===== config.mk =====
export PLATFORM = sky130hd
export DESIGN_NAME = polygon_pixel_mask_core
export DESIGN_NICKNAME = d
export VERILOG_FILES = /design/src/rtl/ppm_pkg.sv /design/src/rtl/polygon_pixel_mask_core.sv /design/src/rtl/ppm_datapath.sv /design/src/rtl/ppm_ctrl.sv
export SDC_FILE = /design/constraint.sdc
export NUM_CORES = 1
export LEC_CHECK = 0
export ABC_AREA = 1
export BUFFER_PORTS_ARGS = -buffer_cell sky130_fd_sc_hd__buf_2
export CAP_MARGIN = 25
export CELL_PAD_IN_SITES_DETAIL_PLACEMENT = 0
export CELL_PAD_IN_SITES_GLOBAL_PLACEMENT = 1
export CORE_UTILIZATION = 34
export CTS_BUF_LIST = sky130_fd_sc_hd__clkbuf_8 sky130_fd_sc_hd__clkbuf_16
export DETAILED_ROUTE_END_ITERATION = 16
export PLACE_DENSITY_LB_ADDON = 0.25
export SLEW_MARGIN = 10
export SYNTH_ARGS = -nofsm -noshare
export SYNTH_HDL_FRONTEND = slang
export SYNTH_SLANG_ARGS = --single-unit

===== constraint.sdc =====
create_clock -name clk -period 7.2 [get_ports clk]
set_input_delay 0.36 -clock clk [delete_from_list [all_inputs] [get_ports clk]]
set_output_delay 0.36 -clock clk [all_outputs]
set_load 0.05 [all_outputs]

===== src/rtl/ppm_pkg.sv =====
`timescale 1ns / 1ps
package ppm_pkg;

  localparam int CNT_W = 5;
  localparam int PIX_W = 8;
  localparam logic [PIX_W-1:0] FULL_BYTE = 8'hFF;

  localparam logic CMD_LOAD = 1'b0;
  localparam logic CMD_TEST = 1'b1;

  typedef struct packed {
    logic wr_en;
    logic start;
    logic shift;
    logic setup;
    logic mul;
    logic dinit;
    logic dstep;
    logic compare;
    logic emit;
  } ppm_cmd_t;

  typedef struct packed {
    logic straddle;
  } ppm_stat_t;

endpackage


===== src/rtl/polygon_pixel_mask_core.sv =====
`timescale 1ns / 1ps
// Even-odd point-in-polygon mask. A load request (cmd 0) writes one vertex
// into the table and gives no result. A test request (cmd 1) walks every
// edge of the polygon, closing edge included, one vertex per cycle from the
// vertex table except while a straddling edge is in the registered multiply
// and the restoring divider that yields one quotient bit per cycle, and gives
// one result: the inside flag and the pixel byte, with 255 forced to 0 when
// outside. One request is worked on at a time; a new request is taken while
// the previous result still waits in the output register. vertex_count must be
// written only while idle; the block itself does not enforce this. Values
// above MAX_VERTICES act as MAX_VERTICES, 0 always gives outside.
// Table entries read by a test must have been loaded since reset.
module polygon_pixel_mask_core import ppm_pkg::*; #(
  parameter int MAX_VERTICES = 16,
  parameter int COORD_BITS   = 12,
  localparam int IDX_W = $clog2(MAX_VERTICES)
) (
  input  logic                  clk,
  input  logic                  rst_n,
  input  logic                  in_valid,
  output logic                  in_stall,
  input  logic                  in_cmd,
  input  logic [IDX_W-1:0]      in_vertex_index,
  input  logic [COORD_BITS-1:0] in_vertex_x,
  input  logic [COORD_BITS-1:0] in_vertex_y,
  input  logic [COORD_BITS-1:0] in_pixel_x,
  input  logic [COORD_BITS-1:0] in_pixel_y,
  input  logic [PIX_W-1:0]      in_pixel_value,
  output logic                  out_valid,
  input  logic                  out_stall,
  output logic                  out_inside_res,
  output logic [PIX_W-1:0]      out_pixel_out,
  input  logic                  cfg_wr_en,
  input  logic [CNT_W-1:0]      cfg_wr_data
);

  ppm_cmd_t         cmd;
  ppm_stat_t        stat;
  logic [IDX_W-1:0] rd_addr;

  ppm_ctrl #(
    .MAX_VERTICES (MAX_VERTICES),
    .COORD_BITS   (COORD_BITS)
  ) u_ctrl (
    .clk         (clk),
    .rst_n       (rst_n),
    .in_valid    (in_valid),
    .in_stall    (in_stall),
    .in_cmd      (in_cmd),
    .out_valid   (out_valid),
    .out_stall   (out_stall),
    .cfg_wr_en   (cfg_wr_en),
    .cfg_wr_data (cfg_wr_data),
    .stat        (stat),
    .cmd         (cmd),
    .rd_addr     (rd_addr)
  );

  ppm_datapath #(
    .MAX_VERTICES (MAX_VERTICES),
    .COORD_BITS   (COORD_BITS)
  ) u_datapath (
    .clk             (clk),
    .cmd             (cmd),
    .rd_addr         (rd_addr),
    .stat            (stat),
    .in_vertex_index (in_vertex_index),
    .in_vertex_x     (in_vertex_x),
    .in_vertex_y     (in_vertex_y),
    .in_pixel_x      (in_pixel_x),
    .in_pixel_y      (in_pixel_y),
    .in_pixel_value  (in_pixel_value),
    .out_inside_res  (out_inside_res),
    .out_pixel_out   (out_pixel_out)
  );

endmodule


===== src/rtl/ppm_datapath.sv =====
`timescale 1ns / 1ps
module ppm_datapath import ppm_pkg::*; #(
  parameter int MAX_VERTICES = 16,
  parameter int COORD_BITS   = 12,
  localparam int IDX_W = $clog2(MAX_VERTICES)
) (
  input  logic                  clk,
  input  ppm_cmd_t              cmd,
  input  logic [IDX_W-1:0]      rd_addr,
  output ppm_stat_t             stat,
  input  logic [IDX_W-1:0]      in_vertex_index,
  input  logic [COORD_BITS-1:0] in_vertex_x,
  input  logic [COORD_BITS-1:0] in_vertex_y,
  input  logic [COORD_BITS-1:0] in_pixel_x,
  input  logic [COORD_BITS-1:0] in_pixel_y,
  input  logic [PIX_W-1:0]      in_pixel_value,
  output logic                  out_inside_res,
  output logic [PIX_W-1:0]      out_pixel_out
);

  localparam int C   = COORD_BITS;
  localparam int P_W = 2 * (C + 1);

  logic [C-1:0] x_mem [MAX_VERTICES];
  logic [C-1:0] y_mem [MAX_VERTICES];

  logic [C-1:0]          rx_r, ry_r, px_r, py_r, tx_r, ty_r, xi_r;
  logic [PIX_W-1:0]      pix_r;
  logic                  inside_r;
  logic signed [C:0]     dx_r, dyt_r, den_r;
  logic signed [P_W-1:0] prod_r;
  logic                  neg_r;
  logic [C-1:0]          d_r, rem_r, quo_r;
  logic                  out_inside_res_r;
  logic [PIX_W-1:0]      out_pixel_out_r;

  logic                  wr_ok;
  logic [P_W-1:0]        mag_p;
  logic [C:0]            mag_d;
  logic [C:0]            trial, diff;
  logic                  ge;
  logic signed [C:0]     qs;
  logic signed [C+1:0]   cross_s, tx_s;
  logic                  lt;

  assign wr_ok = int'(in_vertex_index) < MAX_VERTICES;

  assign stat.straddle = (ry_r > ty_r) != (py_r > ty_r);

  assign mag_p = prod_r[P_W-1] ? P_W'(-prod_r) : P_W'(prod_r);
  assign mag_d = den_r[C] ? (C+1)'(-den_r) : (C+1)'(den_r);

  // one quotient bit per step, quotient magnitude fits the coordinate width
  assign trial = {rem_r, quo_r[C-1]};
  assign diff  = trial - {1'b0, d_r};
  assign ge    = trial >= {1'b0, d_r};

  assign qs      = neg_r ? -$signed({1'b0, quo_r}) : $signed({1'b0, quo_r});
  assign cross_s = {qs[C], qs} + $signed({2'b00, xi_r});
  assign tx_s    = $signed({2'b00, tx_r});
  assign lt      = tx_s < cross_s;

  always_ff @(posedge clk) begin
    if (cmd.wr_en && wr_ok) begin
      x_mem[in_vertex_index] <= in_vertex_x;
      y_mem[in_vertex_index] <= in_vertex_y;
    end
    rx_r <= x_mem[rd_addr];
    ry_r <= y_mem[rd_addr];
  end

  always_ff @(posedge clk) begin
    if (cmd.start) begin
      tx_r     <= in_pixel_x;
      ty_r     <= in_pixel_y;
      pix_r    <= in_pixel_value;
      inside_r <= 1'b0;
    end else if (cmd.compare) begin
      inside_r <= inside_r ^ lt;
    end
    if (cmd.shift) begin
      px_r <= rx_r;
      py_r <= ry_r;
    end
    if (cmd.setup) begin
      dx_r  <= $signed({1'b0, px_r}) - $signed({1'b0, rx_r});
      dyt_r <= $signed({1'b0, ty_r}) - $signed({1'b0, ry_r});
      den_r <= $signed({1'b0, py_r}) - $signed({1'b0, ry_r});
      xi_r  <= rx_r;
    end
    if (cmd.mul) begin
      prod_r <= dx_r * dyt_r;
    end
    if (cmd.dinit) begin
      neg_r <= prod_r[P_W-1] ^ den_r[C];
      rem_r <= mag_p[2*C-1:C];
      quo_r <= mag_p[C-1:0];
      d_r   <= mag_d[C-1:0];
    end else if (cmd.dstep) begin
      rem_r <= ge ? diff[C-1:0] : trial[C-1:0];
      quo_r <= {quo_r[C-2:0], ge};
    end
    if (cmd.emit) begin
      out_inside_res_r <= inside_r;
      out_pixel_out_r  <= (!inside_r && pix_r == FULL_BYTE) ? '0 : pix_r;
    end
  end

  assign out_inside_res = out_inside_res_r;
  assign out_pixel_out  = out_pixel_out_r;

endmodule


===== src/rtl/ppm_ctrl.sv =====
`timescale 1ns / 1ps
module ppm_ctrl import ppm_pkg::*; #(
  parameter int MAX_VERTICES = 16,
  parameter int COORD_BITS   = 12,
  localparam int IDX_W = $clog2(MAX_VERTICES)
) (
  input  logic             clk,
  input  logic             rst_n,
  input  logic             in_valid,
  output logic             in_stall,
  input  logic             in_cmd,
  output logic             out_valid,
  input  logic             out_stall,
  input  logic             cfg_wr_en,
  input  logic [CNT_W-1:0] cfg_wr_data,
  input  ppm_stat_t        stat,
  output ppm_cmd_t         cmd,
  output logic [IDX_W-1:0] rd_addr
);

  localparam int STEP_W = $clog2(COORD_BITS);
  localparam logic [STEP_W-1:0] LAST_STEP = STEP_W'(COORD_BITS - 1);

  typedef enum logic [2:0] {
    S_IDLE,
    S_PREV,
    S_EDGE,
    S_MUL,
    S_DINIT,
    S_DIV,
    S_CMP,
    S_FINISH
  } state_t;

  state_t            state_r, state_nxt;
  logic [IDX_W-1:0]  i_r, i_nxt;
  logic [IDX_W-1:0]  last_r, last_nxt;
  logic [STEP_W-1:0] step_r, step_nxt;
  logic              out_valid_r, out_valid_nxt;
  logic [CNT_W-1:0]  vertex_count_r, vertex_count_nxt;

  logic              in_acc;
  logic              sat;
  logic [IDX_W-1:0]  last_cfg;

  assign in_stall = (state_r != S_IDLE);
  assign in_acc   = in_valid && !in_stall;
  assign sat      = int'(vertex_count_r) > MAX_VERTICES;
  assign last_cfg = sat ? IDX_W'(MAX_VERTICES - 1) : IDX_W'(vertex_count_r - CNT_W'(1));

  always_comb begin
    state_nxt        = state_r;
    i_nxt            = i_r;
    last_nxt         = last_r;
    step_nxt         = step_r;
    vertex_count_nxt = cfg_wr_en ? cfg_wr_data : vertex_count_r;
    cmd              = '0;
    case (state_r)
      S_IDLE: begin
        if (in_acc) begin
          if (in_cmd == CMD_LOAD) begin
            cmd.wr_en = 1'b1;
          end else if (in_cmd == CMD_TEST) begin
            cmd.start = 1'b1;
            last_nxt  = last_cfg;
            if (vertex_count_r == '0) begin
              state_nxt = S_FINISH;
            end else begin
              i_nxt     = last_cfg;
              state_nxt = S_PREV;
            end
          end
        end
      end
      S_PREV: begin
        cmd.shift = 1'b1;
        i_nxt     = '0;
        state_nxt = S_EDGE;
      end
      S_EDGE: begin
        if (stat.straddle) begin
          cmd.setup = 1'b1;
          state_nxt = S_MUL;
        end else begin
          cmd.shift = 1'b1;
          if (i_r == last_r) begin
            state_nxt = S_FINISH;
          end else begin
            i_nxt = i_r + IDX_W'(1);
          end
        end
      end
      S_MUL: begin
        cmd.mul   = 1'b1;
        state_nxt = S_DINIT;
      end
      S_DINIT: begin
        cmd.dinit = 1'b1;
        step_nxt  = '0;
        state_nxt = S_DIV;
      end
      S_DIV: begin
        cmd.dstep = 1'b1;
        if (step_r == LAST_STEP) begin
          state_nxt = S_CMP;
        end else begin
          step_nxt = step_r + STEP_W'(1);
        end
      end
      S_CMP: begin
        cmd.compare = 1'b1;
        cmd.shift   = 1'b1;
        if (i_r == last_r) begin
          state_nxt = S_FINISH;
        end else begin
          i_nxt     = i_r + IDX_W'(1);
          state_nxt = S_EDGE;
        end
      end
      S_FINISH: begin
        if (!out_valid_r || !out_stall) begin
          cmd.emit  = 1'b1;
          state_nxt = S_IDLE;
        end
      end
      default: begin
        state_nxt = S_IDLE;
      end
    endcase
    out_valid_nxt = cmd.emit || (out_valid_r && out_stall);
  end

  // read address is the next walk index, so the registered read data matches the walk index
  assign rd_addr   = i_nxt;
  assign out_valid = out_valid_r;

  always_ff @(posedge clk) begin
    if (!rst_n) begin
      state_r        <= S_IDLE;
      i_r            <= '0;
      last_r         <= '0;
      step_r         <= '0;
      out_valid_r    <= 1'b0;
      vertex_count_r <= CNT_W'(3);
    end else begin
      state_r        <= state_nxt;
      i_r            <= i_nxt;
      last_r         <= last_nxt;
      step_r         <= step_nxt;
      out_valid_r    <= out_valid_nxt;
      vertex_count_r <= vertex_count_nxt;
    end
  end

  a_start_flow: assert property (@(posedge clk) disable iff (!rst_n)
    cmd.start |=> (state_r == S_PREV || state_r == S_FINISH))
    else $error("test request did not start a walk");

  a_emit_free: assert property (@(posedge clk) disable iff (!rst_n)
    cmd.emit |-> !(out_valid_r && out_stall))
    else $error("result overwrote a stalled request");

  a_walk_bound: assert property (@(posedge clk) disable iff (!rst_n)
    (state_r == S_EDGE || state_r == S_CMP) |-> (i_r <= last_r))
    else $error("edge index past last vertex");

  a_step_bound: assert property (@(posedge clk) disable iff (!rst_n)
    (state_r == S_DIV) |-> (step_r <= LAST_STEP))
    else $error("divider step count overran");

endmodule


==> out/qor.yml <==
outcome: "finished, final reports clean"
syn-cell-area_um2: 35000
reg2reg_depth: 23
synth_top_area_frac: 0.482
cts.sinks: 608
synthTopCellsByCount: "nand2_1, inv_1, edfxtp_1"
path_max_fanout: 8
drt_iter0_drc: 1431
wirelength_mm: 92.0
rrSetupSlack_ns: 0.71
grt_antenna_before_repair: 13
clk_latency_ns: 0.65
numPortBuffers: 81
globalplace.congestion: 0.807
async_flop_share: 0
gr-total-overflow: 0
post-route-period-util: 0.901
rsz0062_at_grt: "no"
endpoint_kind: "flip-flop"
slowest_stage: "edfxtp_1"
final_cells: 5026
synth_area_leaders: "edfxtp_1, fa_1, nand2_1"
setup_violations: 0
max_freq_mhz: 154
hp-class: "primary input to flip-flop"
final-seq-area_um2: 17800
regToRegStartpoint: "u_datapath.dx_r[5]"
wl_per_cell_um: 18.3
post-synth-top-area-cell: "edfxtp_1"
grt_pass1_vias: 23400
cts_made_buffers: 72
maxCapViolCount: 0
clkSlewWorstSetupHoldPaths_ns: 0.07
grt_max_degree: 108
hold_viol: 0
slew_violations: 0
syn_nets: 3892
synth_flop_cell: "edfxtp_1"
syn_area_per_cell_um2: 10.0
fill_cells: 10200
layout.nets: 3997
cp.arrival_ns: 6.87
fin_skew_ns: 0.0539
finalSetupTns_ns: 0
grt_pass1_wl_mm: 141
syn_inst: 3494
area_growth_pct: 13.4
num_vias: 23400
die_area_um2: 104000
min_path_cells: 3
dp_cells: 4851
crit_end: "u_datapath.prod_r[23]"
via_per_inst: 4.65
slew_headroom: 0.301
period_minus_slack_ns: 6.49
synth_most_common_cell: "nand2_1"
postRouteAntennaNets: 0
place_ws_ns: 0.696
drcViolationCount: 0
cts-root-buf: "clkbuf_16"
crit_chain: "buf_4 -> nand2_1 -> inv_1 -> fa_1 -> inv_1 -> fa_1 -> inv_1 -> fa_1 -> fa_1 -> fa_1 -> fa_1 -> ha_1 -> nand2_1 -> o21ai_0 -> nand2_1 -> a21oi_1 -> a31oi_1 -> o21ai_0 -> nand2_1 -> nand2_1 -> nand2_1 -> inv_1 -> nor2_1"
hpwlAfterDp_mm: 58.1
synth_edf_count: 562
cts_buffer_depth: 3
startpoint: "u_datapath.dx_r[5]"
critical_path_required_ns: 7.58
start_util: 0.343
core-area_um2: 102000
drive_gt1_frac: 0.0798
rows: 117
post_cts_resized: 0
die_w_um: 323
fin_ws_ns: 0.715
ys_seq_area_frac: 0.509
r2r-end: "u_datapath.prod_r[23]"
yosys_warnings: 0
critPathMaxStageDelay_ns: 0.55
multi_input_area_um2: 14100
worst_setup_path_start_kind: "flip-flop"
ys_types: 54
drtPass1Iterations: 5
cts_tree: "yes"
cts_setup_buffers: 0
grt_usage: 0.180
path_class: "flip-flop to flip-flop"
ios: 82
synth-seq-cells: 608
die_y_um: 323
worst_slew_pin_slew_ns: 1.05
htreeDepth: 3
-- cells by family (layout without fill, tap and decap cells) --
group / Yosys count / after routing / share of synthesized area
AND/OR/NAND/NOR: 1396 / 1396 / 0.178
adder cells (fa/ha/maj): 327 / 327 / 0.153
buffers and inverters: 808 / 971 / 0.0937
AO/OA/AOI/OAI: 247 / 247 / 0.0398
flip-flops: 608 / 608 / 0.509
other: 0 / 1 / 0
XOR/XNOR: 108 / 108 / 0.0270
-- how the worst min path moves through the flow --
stage / slack, ns / end / start
floorplan: 0.41 / u_datapath.py_r[10] / u_datapath.ry_r[10]
global placement: 0.41 / u_datapath.py_r[9] / u_datapath.ry_r[9]
detailed placement: 0.42 / u_datapath.py_r[9] / u_datapath.ry_r[9]
CTS: 0.05 / u_datapath.x_mem[2][0] / in_vertex_x[0]
global route: 0.08 / u_datapath.x_mem[3][6] / in_vertex_x[6]
finish: 0.09 / u_ctrl.state_r[0] / rst_n
-- stage by stage --
stage	utilization	cell area (um^2)	hold slack [ns]
2_1_floorplan	-	35000	0.408
3_3_place_gp	0.362	36900	0.413
3_5_place_dp	0.362	36900	0.416
4_1_cts	0.389	39700	0.0482
5_1_grt	0.389	39700	0.0809
6_report	0.389	39700	0.0885
-- per-layer routing --
layer / vias to the layer above / global-route usage / part of all wire / wire length (um)
li1: 11600 / - / - / -
met1: 11200 / 0.231 / 0.44 / 40400
met2: 405 / 0.308 / 0.49 / 44800
met3: 157 / 0.0276 / 0.040 / 3680
met4: 16 / 0.0615 / 0.033 / 3050
met5: - / 0 / 0.0011 / 97
-- layout make-up --
type / count / share of cell area
Sequential cell: 608 / 0.449
Multi-Input combinational cell: 2078 / 0.355
Inverter: 673 / 0.0637
Clock buffer: 76 / 0.0474
Tap cell: 1368 / 0.0431
Timing Repair Buffer: 166 / 0.0293
Clock inverter: 56 / 0.0129
Antenna cell: 1 / 0.0000631
-- placed cells by master, fill, tap and decap left out, types with 5 or more instances in the layout --
| cell type | synthesis | layout |
|---|---|---|
| buf_2 | 40 | 81 |
| o21bai_1 | 5 | 5 |
| clkinv_2 | 0 | 19 |
| xnor2_1 | 36 | 36 |
| a21oi_1 | 115 | 115 |
| dfxtp_1 | 46 | 46 |
| bufinv_16 | 0 | 6 |
| a211oi_1 | 9 | 9 |
| nor2_1 | 117 | 100 |
| inv_1 | 662 | 665 |
| edfxtp_1 | 562 | 562 |
| nand2_1 | 686 | 685 |
| nor3_1 | 27 | 27 |
| a31oi_1 | 9 | 9 |
| nand3_1 | 467 | 467 |
| or2_2 | 9 | 9 |
| buf_4 | 16 | 42 |
| nand4_1 | 15 | 15 |
| o21ai_0 | 77 | 77 |
| nor2_4 | 1 | 17 |
| inv_2 | 9 | 10 |
| fa_1 | 167 | 167 |
| clkinv_1 | 2 | 19 |
| clkbuf_16 | 0 | 74 |
| dlygate4sd3_1 | 0 | 42 |
| nand3b_1 | 52 | 52 |
| xor2_1 | 72 | 72 |
| ha_1 | 160 | 160 |
-- critical path: cells and delay by family, from the launching register on --
family | cells | cell delay (ns)
buffers and inverters | 5 | 0.44
adder cells (fa/ha/maj) | 7 | 3.50
flip-flops | 1 | 0.55
AND/OR/NAND/NOR | 7 | 0.48
AO/OA/AOI/OAI | 4 | 1.26
-- timing repair --
action	4_1_cts	5_1_grt
hold buffers	42	0
hold endpoints to repair	38	0
endpoints found under the setup margin	0	0
-- flip-flops by register name (all words and copies together), names as in the netlist, 12 cells and up --
name / count
u_datapath.rem_r: 12
u_datapath.ry_r: 12
u_datapath.y_mem: 192
u_datapath.tx_r: 12
u_datapath.rx_r: 12
u_datapath.x_mem: 192
u_datapath.quo_r: 12
u_datapath.xi_r: 12
u_datapath.dx_r: 13
u_datapath.d_r: 12
u_datapath.ty_r: 12
u_datapath.den_r: 13
u_datapath.px_r: 12
u_datapath.dyt_r: 13
u_datapath.py_r: 12
u_datapath.prod_r: 25
Power is left out: the tool's default activity adds up to more than one toggle a clock period on the data nets, which glitch-free logic cannot reach.
